File: src/rtl/core/ovle_pkg.sv
`default_nettype none

package ovle_pkg;

   localparam int OVLE_DEPTH   = 16;
   localparam int VALUE_W      = 32;
   localparam int COMMAND_W    = 3;
   localparam int STATUS_W     = 2;
   localparam int COUNT_W      = 5;
   localparam int REQ_TDATA_W  = 72;
   localparam int RSP_TDATA_W  = 112;

   typedef enum logic [COMMAND_W-1:0] {
      CMD_APPEND     = 3'd0,
      CMD_REMOVE     = 3'd1,
      CMD_REMOVE_ALL = 3'd2,
      CMD_COUNT      = 3'd3,
      CMD_REPLACE    = 3'd4,
      CMD_CLEAR      = 3'd5
   } ovle_op_type;

   typedef enum logic [STATUS_W-1:0] {
      STS_OK        = 2'd0,
      STS_NOT_FOUND = 2'd1,
      STS_FULL      = 2'd2,
      STS_EMPTY     = 2'd3
   } ovle_status_type;

   typedef enum logic [1:0] {
      ST_IDLE,
      ST_WALK,
      ST_FINISH
   } ovle_state_type;

   // Commands from the controller to the datapath.
   typedef struct packed {
      logic start;
      logic step;
      logic commit;
   } ovle_cmd_type;

   // Status from the datapath to the controller.
   typedef struct packed {
      logic walk_done;
   } ovle_stat_type;

endpackage

`default_nettype wire

File: src/rtl/core/ovle_ram.sv
`default_nettype none

module ovle_ram #(
   parameter int WIDTH = 32,
   parameter int DEPTH = 16
) (
   input  wire logic                     clock,
   input  wire logic                     wr_en,
   input  wire logic [$clog2(DEPTH)-1:0] wr_addr,
   input  wire logic [WIDTH-1:0]         wr_data,
   input  wire logic [$clog2(DEPTH)-1:0] rd_addr,
   output logic      [WIDTH-1:0]         rd_data
);

   logic [WIDTH-1:0] mem_ff [DEPTH];

   always_ff @(posedge clock) begin
      if (wr_en) begin
         mem_ff[wr_addr] <= wr_data;
      end
      rd_data <= mem_ff[rd_addr];
   end

endmodule

`default_nettype wire

File: src/rtl/core/ovle_ctrl.sv
`default_nettype none

module ovle_ctrl import ovle_pkg::*; (
   input  wire logic          clock,
   input  wire logic          reset,
   input  wire logic          req_tvalid,
   output logic               req_tready,
   output logic               rsp_tvalid,
   input  wire logic          rsp_tready,
   output ovle_cmd_type       cmd,
   input  wire ovle_stat_type stat
);

   ovle_state_type state_ff, state_in;
   logic           rsp_valid_ff, rsp_valid_in;
   logic           out_free;

   // The result register may be reloaded once its current content is taken.
   assign out_free = !rsp_valid_ff || rsp_tready;

   always_comb begin
      state_in = state_ff;
      unique case (state_ff)
         ST_IDLE: begin
            if (req_tvalid) begin
               state_in = ST_WALK;
            end
         end
         ST_WALK: begin
            if (stat.walk_done) begin
               state_in = ST_FINISH;
            end
         end
         ST_FINISH: begin
            if (out_free) begin
               state_in = ST_IDLE;
            end
         end
         default: state_in = ST_IDLE;
      endcase
   end

   always_comb begin
      req_tready = 1'b0;
      cmd        = '0;
      unique case (state_ff)
         ST_IDLE: begin
            req_tready = 1'b1;
            cmd.start  = req_tvalid;
         end
         ST_WALK: begin
            cmd.step = 1'b1;
         end
         ST_FINISH: begin
            cmd.commit = out_free;
         end
         default: begin
            req_tready = 1'b0;
         end
      endcase
   end

   always_comb begin
      priority if (cmd.commit) begin
         rsp_valid_in = 1'b1;
      end else if (rsp_tready) begin
         rsp_valid_in = 1'b0;
      end else begin
         rsp_valid_in = rsp_valid_ff;
      end
   end

   assign rsp_tvalid = rsp_valid_ff;

   always_ff @(posedge clock) begin
      if (reset) begin
         state_ff     <= ST_IDLE;
         rsp_valid_ff <= 1'b0;
      end else begin
         state_ff     <= state_in;
         rsp_valid_ff <= rsp_valid_in;
      end
   end

endmodule

`default_nettype wire

File: src/rtl/core/ovle_dp.sv
`default_nettype none

module ovle_dp import ovle_pkg::*; #(
   parameter int DEPTH = OVLE_DEPTH
) (
   input  wire logic                       clock,
   input  wire logic                       reset,
   input  wire ovle_cmd_type               cmd,
   output ovle_stat_type                   stat,
   input  wire logic        [COMMAND_W-1:0] in_command,
   input  wire logic signed [VALUE_W-1:0]   in_value,
   input  wire logic signed [VALUE_W-1:0]   in_new_value,
   output logic             [STATUS_W-1:0]  out_status,
   output logic signed      [VALUE_W-1:0]   out_removed_value,
   output logic             [COUNT_W-1:0]   out_match_count,
   output logic             [COUNT_W-1:0]   out_list_size,
   output logic signed      [VALUE_W-1:0]   out_head_value,
   output logic signed      [VALUE_W-1:0]   out_tail_value,
   output logic                             out_is_empty
);

   localparam int AW = $clog2(DEPTH);
   localparam int CW = $clog2(DEPTH + 1);
   localparam logic [CW-1:0] DEPTH_C = CW'(DEPTH);
   localparam logic [CW-1:0] ONE_C   = CW'(1);

   logic        [COMMAND_W-1:0] op_ff, op_in;
   logic signed [VALUE_W-1:0]   val_ff, val_in;
   logic signed [VALUE_W-1:0]   nval_ff, nval_in;
   logic        [CW-1:0]        occ_ff, occ_in;
   logic        [CW-1:0]        rd_ff, rd_in;
   logic        [CW-1:0]        wr_ff, wr_in;
   logic        [CW-1:0]        cnt_ff, cnt_in;
   logic                        pend_ff, pend_in;
   logic                        found_ff, found_in;
   logic signed [VALUE_W-1:0]   head_ff, head_in;
   logic signed [VALUE_W-1:0]   tail_ff, tail_in;

   logic        [STATUS_W-1:0]  status_ff, status_in;
   logic signed [VALUE_W-1:0]   removed_ff, removed_in;
   logic        [COUNT_W-1:0]   mcount_ff, mcount_in;
   logic        [COUNT_W-1:0]   size_ff, size_in;
   logic signed [VALUE_W-1:0]   ohead_ff, ohead_in;
   logic signed [VALUE_W-1:0]   otail_ff, otail_in;
   logic                        oempty_ff, oempty_in;

   logic signed [VALUE_W-1:0]   rd_data;
   logic                        ram_we;
   logic        [AW-1:0]        ram_waddr;
   logic signed [VALUE_W-1:0]   ram_wdata;

   logic                        issue;
   logic                        hit, first_hit, keep, modifies, walk_we;
   logic signed [VALUE_W-1:0]   wdata;

   logic                        list_empty, list_full, app_we;
   logic        [STATUS_W-1:0]  status_c;
   logic        [CW-1:0]        occ_new;
   logic signed [VALUE_W-1:0]   head_c, tail_c;

   ovle_ram #(
      .WIDTH (VALUE_W),
      .DEPTH (DEPTH)
   ) u_ovle_ram (
      .clock   (clock),
      .wr_en   (ram_we),
      .wr_addr (ram_waddr),
      .wr_data (ram_wdata),
      .rd_addr (rd_ff[AW-1:0]),
      .rd_data (rd_data)
   );

   // One stored entry is read per cycle; its data returns in the next cycle and,
   // for remove, remove-all and replace, is written back, compacted, at the
   // write pointer, which never passes the read pointer.
   always_comb begin
      issue     = rd_ff < occ_ff;
      hit       = rd_data == val_ff;
      first_hit = hit && !found_ff;
      modifies  = 1'b0;
      keep      = 1'b1;
      wdata     = rd_data;
      unique case (op_ff)
         CMD_REMOVE: begin
            modifies = 1'b1;
            keep     = !first_hit;
         end
         CMD_REMOVE_ALL: begin
            modifies = 1'b1;
            keep     = !hit;
         end
         CMD_REPLACE: begin
            modifies = 1'b1;
            if (first_hit) begin
               wdata = nval_ff;
            end
         end
         default: begin
            modifies = 1'b0;
         end
      endcase
      walk_we        = cmd.step && pend_ff && keep && modifies;
      stat.walk_done = !pend_ff && (rd_ff == occ_ff);
   end

   always_comb begin
      list_empty = occ_ff == '0;
      list_full  = occ_ff == DEPTH_C;
      status_c   = STS_OK;
      occ_new    = occ_ff;
      head_c     = head_ff;
      tail_c     = tail_ff;
      removed_in = '0;
      app_we     = 1'b0;
      unique case (op_ff)
         CMD_APPEND: begin
            if (list_full) begin
               status_c = STS_FULL;
            end else begin
               app_we  = cmd.commit;
               occ_new = occ_ff + ONE_C;
               tail_c  = val_ff;
               if (list_empty) begin
                  head_c = val_ff;
               end
            end
         end
         CMD_REMOVE, CMD_REMOVE_ALL: begin
            occ_new = wr_ff;
            if (list_empty) begin
               status_c = STS_EMPTY;
            end else if (!found_ff) begin
               status_c = STS_NOT_FOUND;
            end else begin
               removed_in = val_ff;
            end
         end
         CMD_REPLACE: begin
            if (list_empty) begin
               status_c = STS_EMPTY;
            end else if (!found_ff) begin
               status_c = STS_NOT_FOUND;
            end
         end
         CMD_COUNT: begin
            if (list_empty) begin
               status_c = STS_EMPTY;
            end
         end
         CMD_CLEAR: begin
            occ_new = '0;
            if (list_empty) begin
               status_c = STS_EMPTY;
            end
         end
         default: begin
            status_c = STS_OK;
         end
      endcase
      if (occ_new == '0) begin
         head_c = '0;
         tail_c = '0;
      end
   end

   assign ram_we    = walk_we || app_we;
   assign ram_waddr = app_we ? occ_ff[AW-1:0] : wr_ff[AW-1:0];
   assign ram_wdata = app_we ? val_ff : wdata;

   assign status_in = status_c;
   assign mcount_in = COUNT_W'(cnt_ff);
   assign size_in   = COUNT_W'(occ_new);
   assign ohead_in  = head_c;
   assign otail_in  = tail_c;
   assign oempty_in = occ_new == '0;

   always_comb begin
      op_in    = op_ff;
      val_in   = val_ff;
      nval_in  = nval_ff;
      occ_in   = occ_ff;
      rd_in    = rd_ff;
      wr_in    = wr_ff;
      cnt_in   = cnt_ff;
      pend_in  = 1'b0;
      found_in = found_ff;
      head_in  = head_ff;
      tail_in  = tail_ff;
      priority if (cmd.start) begin
         op_in    = in_command;
         val_in   = in_value;
         nval_in  = in_new_value;
         rd_in    = '0;
         wr_in    = '0;
         cnt_in   = '0;
         found_in = 1'b0;
         head_in  = '0;
         tail_in  = '0;
      end else if (cmd.step) begin
         pend_in = issue;
         if (issue) begin
            rd_in = rd_ff + ONE_C;
         end
         if (pend_ff) begin
            found_in = found_ff || hit;
            if (hit) begin
               cnt_in = cnt_ff + ONE_C;
            end
            if (keep) begin
               wr_in   = wr_ff + ONE_C;
               tail_in = wdata;
               if (wr_ff == '0) begin
                  head_in = wdata;
               end
            end
         end
      end else if (cmd.commit) begin
         occ_in = occ_new;
      end
   end

   always_ff @(posedge clock) begin
      if (reset) begin
         occ_ff  <= '0;
         pend_ff <= 1'b0;
      end else begin
         occ_ff  <= occ_in;
         pend_ff <= pend_in;
      end
   end

   always_ff @(posedge clock) begin
      op_ff    <= op_in;
      val_ff   <= val_in;
      nval_ff  <= nval_in;
      rd_ff    <= rd_in;
      wr_ff    <= wr_in;
      cnt_ff   <= cnt_in;
      found_ff <= found_in;
      head_ff  <= head_in;
      tail_ff  <= tail_in;
      if (cmd.commit) begin
         status_ff  <= status_in;
         removed_ff <= removed_in;
         mcount_ff  <= mcount_in;
         size_ff    <= size_in;
         ohead_ff   <= ohead_in;
         otail_ff   <= otail_in;
         oempty_ff  <= oempty_in;
      end
   end

   assign out_status        = status_ff;
   assign out_removed_value = removed_ff;
   assign out_match_count   = mcount_ff;
   assign out_list_size     = size_ff;
   assign out_head_value    = ohead_ff;
   assign out_tail_value    = otail_ff;
   assign out_is_empty      = oempty_ff;

endmodule

`default_nettype wire

File: src/rtl/core/ordered_value_list_engine.sv
// Channel   Direction  Ports                     Contents
// request   in         req_tvalid/tready/tdata   command, value, new_value
// response  out        rsp_tvalid/tready/tdata   status, removed_value, counts, head, tail
//
// A request passes through the walk and finish states from acceptance to its
// response; the walk reads one stored entry per cycle from a single RAM read
// port and compares it against the request value.
// One request is worked on at a time; a new one is accepted while the previous
// response still waits in its output register.
// Reset is synchronous and empties the list; the stored entries are not cleared.
`default_nettype none

module ordered_value_list_engine import ovle_pkg::*; #(
   parameter int DEPTH = OVLE_DEPTH
) (
   input  wire logic                   clock,
   input  wire logic                   reset,
   input  wire logic                   req_tvalid,
   output logic                        req_tready,
   // [2:0] command, [34:3] value, [66:35] new_value, rest zero
   input  wire logic [REQ_TDATA_W-1:0] req_tdata,
   output logic                        rsp_tvalid,
   input  wire logic                   rsp_tready,
   // [1:0] status, [33:2] removed_value, [38:34] match_count, [43:39] list_size,
   // [75:44] head_value, [107:76] tail_value, [108] is_empty, rest zero
   output logic [RSP_TDATA_W-1:0]      rsp_tdata
);

   ovle_cmd_type               cmd;
   ovle_stat_type              stat;
   logic        [STATUS_W-1:0] status;
   logic signed [VALUE_W-1:0]  removed_value;
   logic        [COUNT_W-1:0]  match_count;
   logic        [COUNT_W-1:0]  list_size;
   logic signed [VALUE_W-1:0]  head_value;
   logic signed [VALUE_W-1:0]  tail_value;
   logic                       is_empty;

   ovle_ctrl u_ovle_ctrl (
      .clock      (clock),
      .reset      (reset),
      .req_tvalid (req_tvalid),
      .req_tready (req_tready),
      .rsp_tvalid (rsp_tvalid),
      .rsp_tready (rsp_tready),
      .cmd        (cmd),
      .stat       (stat)
   );

   ovle_dp #(
      .DEPTH (DEPTH)
   ) u_ovle_dp (
      .clock             (clock),
      .reset             (reset),
      .cmd               (cmd),
      .stat              (stat),
      .in_command        (req_tdata[2:0]),
      .in_value          (req_tdata[34:3]),
      .in_new_value      (req_tdata[66:35]),
      .out_status        (status),
      .out_removed_value (removed_value),
      .out_match_count   (match_count),
      .out_list_size     (list_size),
      .out_head_value    (head_value),
      .out_tail_value    (tail_value),
      .out_is_empty      (is_empty)
   );

   assign rsp_tdata = {3'b000, is_empty, tail_value, head_value, list_size,
                       match_count, removed_value, status};

endmodule

`default_nettype wire

File: config.mk
export PLATFORM = sky130hd
export DESIGN_NAME = ordered_value_list_engine
export DESIGN_NICKNAME = d
export VERILOG_FILES = /design/src/rtl/core/ovle_pkg.sv /design/src/rtl/core/ovle_ram.sv /design/src/rtl/core/ovle_ctrl.sv /design/src/rtl/core/ovle_dp.sv /design/src/rtl/core/ordered_value_list_engine.sv
export SDC_FILE = /design/constraint.sdc
export NUM_CORES = 1
export LEC_CHECK = 0
export ABC_AREA = 1
export BUFFER_PORTS_ARGS = -buffer_cell sky130_fd_sc_hd__buf_2
export CORE_MARGIN = 2
export CORE_UTILIZATION = 55
export DETAILED_ROUTE_END_ITERATION = 7
export GPL_ROUTABILITY_DRIVEN = 0
export HOLD_SLACK_MARGIN = 0.05
export PLACE_DENSITY = 0.81
export SLEW_MARGIN = 20
export SYNTH_ARGS = -nofsm -noshare
export SYNTH_HDL_FRONTEND = slang
export SYNTH_SLANG_ARGS = --single-unit
File: constraint.sdc
create_clock -name clock -period 8.45 [get_ports clock]
set_input_delay 1.69 -clock clock [delete_from_list [all_inputs] [get_ports clock]]
set_output_delay 1.69 -clock clock [all_outputs]
set_load 0.02 [all_outputs]
==> run metrics <==
outcome=finished, final reports clean; Max FO, Critical Path=73; arrival time of data at the critical path endpoint=around 5.0 ns; delay of the slowest cell on the worst path=~0.67 ns; setup repair after global routing missed its margin=no; element type at the critical path start=primary input; total number of yosys warnings=0; number of slew-limit violations in the final report=0; flip-flop and latch count after synthesis=approximately 810; leading cell type in the layout, fill and taps excluded=edfxtp_1; Iteration-0 DRC Markers=2,686; Max-cap violations=0; Seq/Total Area, Yosys=a little over 70%; class of the tightest hold or removal check=flop to flop; Rel. slew slack=~19%; router iterations before antenna repair=6; count of buffers from port buffering=181; number of buffers inserted during clock tree synthesis=76; share of post-route cells with drive strength above 1=13.52%; fill cell count=between 4,000 and 5,000; sinks on the clock net=around 810; setup TNS=0 ns; Peak Freq=roughly 210 MHz; Final Core Density=between 60% and 70%; first-pass GRT wire length=118,700 um; worst skew pair latency=between 0.6 and 0.7 ns; required time reported for the critical path endpoint=8.72 ns; count of hold buffers inserted by post-cts repair=0; die boundary width=~250 um; routed wire length=approximately 78,000 um; deepest clock path buffer count=3; Final Non-Filler Cells=between 3,000 and 4,000; Layout Area Growth over Synthesis=13.24%; Clock transition at path regs=roughly 0.06 ns; detailed-route vias per instance=around 6; number of distinct library cells after synthesis=37; critical path type=primary input to flop; area share of the leading cell type in the synthesized netlist=63.92%; ys async rst share=0%; standard cell core area=57,920 um2; Max stage delay cell, worst path=nor2_4; cell area after technology mapping=roughly 32,000 um2; Post-synth EDFFs=roughly 690; type of destination of the critical path=flop; worst ir drop on vdd=approximately 0.21 mV; final hold slack=roughly 0.49 ns; Total Routing Usage GR=around a quarter; count of final setup violators=0; synthesized netlist cell count=2,852; remaining antenna violation count=0; post-route DRC violation count=0; effective utilization at floorplan=around 56%; share of the clock period used by the worst path=55.73%; final clock skew=0.02038 ns; cells resized by post-CTS repair=0; setup fix buffers added after clock tree synthesis=0; power per standard cell area=about 280 nW/um2; cell type contributing the most total cell area after synthesis=edfxtp_1; root cell of the clock tree=clkbuf_16; crit path cell chain=buf_2 > nor2_1 > inv_1 > nand2_1 > inv_4 > nand2_2 > buf_4 > o21ai_0 > inv_1 > nand2_1 > nor2_4 > buf_4; via count of the first global-routing pass=about 22,000; commonest cells after routing, fill and taps aside=688 x edfxtp_1, 553 x nor2_1, 419 x nand2_1; final net count=about 3,100; most instantiated flip-flop cell in the synthesis netlist=edfxtp_1; minimum clock period after layout=between 4 and 5 ns; boundary pin count=190; HPWL after detailed placement=46,160 um; overall die area=between 60,000 and 70,000 um2; top area cells in the synthesized netlist=edfxtp_1 64%, dfxtp_1 7.5%, nor2_1 6.6%; Least-Margin Pin Slew=~1.2 ns; Die H=between 200 and 250 um; Inst Count DP=about 3,700; number of antenna violations at the first check in global routing=1; TritonCTS clock tree=yes; floorplan row count=around 90; pin count of the biggest net entering global routing=about 150; total power=10.27 mW; mean routed wirelength per cell=20.39 um; synthesized area per cell=roughly 11 um2; remaining global-route overflow=0; H-tree depth=3; number of endpoints with negative hold slack in the final report=0; Lkg Pwr=13.27 nW; number of vias in the routed layout=approximately 22,000
## power by group
part / internal [mW] / switching (mW) / leakage [nW]
logic: 0.512 / 1.42 / 4.90
registers: 4.84 / 0.154 / 7.19
clock network: 1.91 / 1.43 / 1.18
## flip-flops by register name, summed over array words and instances, names as in the netlist, 32 cells and up
name and cells:
u_ovle_dp.u_ovle_ram.mem_ff 512, u_ovle_dp.out_head_value 32, u_ovle_dp.out_tail_value 32, u_ovle_dp.head_ff 32, u_ovle_dp.tail_ff 32, u_ovle_dp.nval_ff 32
u_ovle_dp.out_removed_value 32, u_ovle_dp.val_ff 32, u_ovle_dp.u_ovle_ram.rd_data 32
## Yosys cell counts, types with 3 or more instances
library cell	number
edfxtp_1	688
nor2_1	570
nand2_1	421
o21ai_0	332
inv_1	166
clkbuf_1	127
dfxtp_1	121
o22ai_1	76
nand3_1	70
o221ai_1	55
a21oi_1	49
nand4_1	34
buf_2	25
xnor2_1	22
inv_2	15
o211ai_1	13
ha_1	11
buf_1	8
o21ai_1	6
buf_4	5
buf_6	5
nor3_1	5
xor2_1	4
clkinv_1	3
nand2_2	3
nor2_2	3
## final cells by class
type	count	area (um2)	share of cell area [%]
Timing Repair Buffer	246	1401	3.829
Multi-Input combinational cell	1691	7993	21.84
Clock inverter	41	376.6	1.029
Tap cell	765	957.2	2.615
Sequential cell	809	23090	63.08
Clock buffer	99	2082	5.689
Inverter	184	699.4	1.911
Antenna cell	1	2.502	0.006837
## critical path, delay by kind of cell
kind,cells,cell delay (ns)
and+or+nand+nor,5,1.46
AOI/OAI and AO/OA,1,0.28
buffers and inverters,6,1.52
## cells by family (layout without fill, tap and decap cells)
group | after synthesis | in the layout | synth area share [%]
AO/OA/AOI/OAI | 536 | 536 | 9.369
AND/OR/NAND/NOR | 1115 | 1115 | 13.69
XOR/XNOR | 26 | 26 | 0.7046
buffers and inverters | 354 | 570 | 4.382
adder cells (fa/ha/maj) | 11 | 11 | 0.4258
other | 1 | 4 | 0.01160
flip-flops | 809 | 809 | 71.42
## worst paths after layout
path,from,endpoint,slack (ns),depth (start not counted)
worst max-delay path,rsp_tready,u_ovle_dp.u_ovle_ram.mem_ff[15][29],3.74,12
worst min-delay path,u_ovle_dp.wr_ff[4],u_ovle_dp.wr_ff[4],0.49,2
worst max register to register,u_ovle_dp.occ_ff[0],u_ovle_dp.u_ovle_ram.mem_ff[15][29],4.24,12
worst min register to register,u_ovle_dp.wr_ff[4],u_ovle_dp.wr_ff[4],0.49,2
## layer usage
layer	GRT usage (%)	share of wire, %	vias to the layer above	routed length (um)
li1	-	-	10220	-
met1	34.00	38	10670	29500
met2	41.35	48	1392	37560
met3	4.499	11	189	8712
met4	10.10	3.1	0	2454
met5	0	0	-	0
## through the flow
step | setup slack [ns] | area (um2)
4_1_cts | 3.796 | 36570
6_report | 3.741 | 36600
5_1_grt | 3.463 | 36600
2_1_floorplan | 1.643 | 32330
3_3_place_gp | 3.204 | 34110
3_5_place_dp | 3.177 | 34110
No activity file was read; power rests on OpenSTA's default activity.
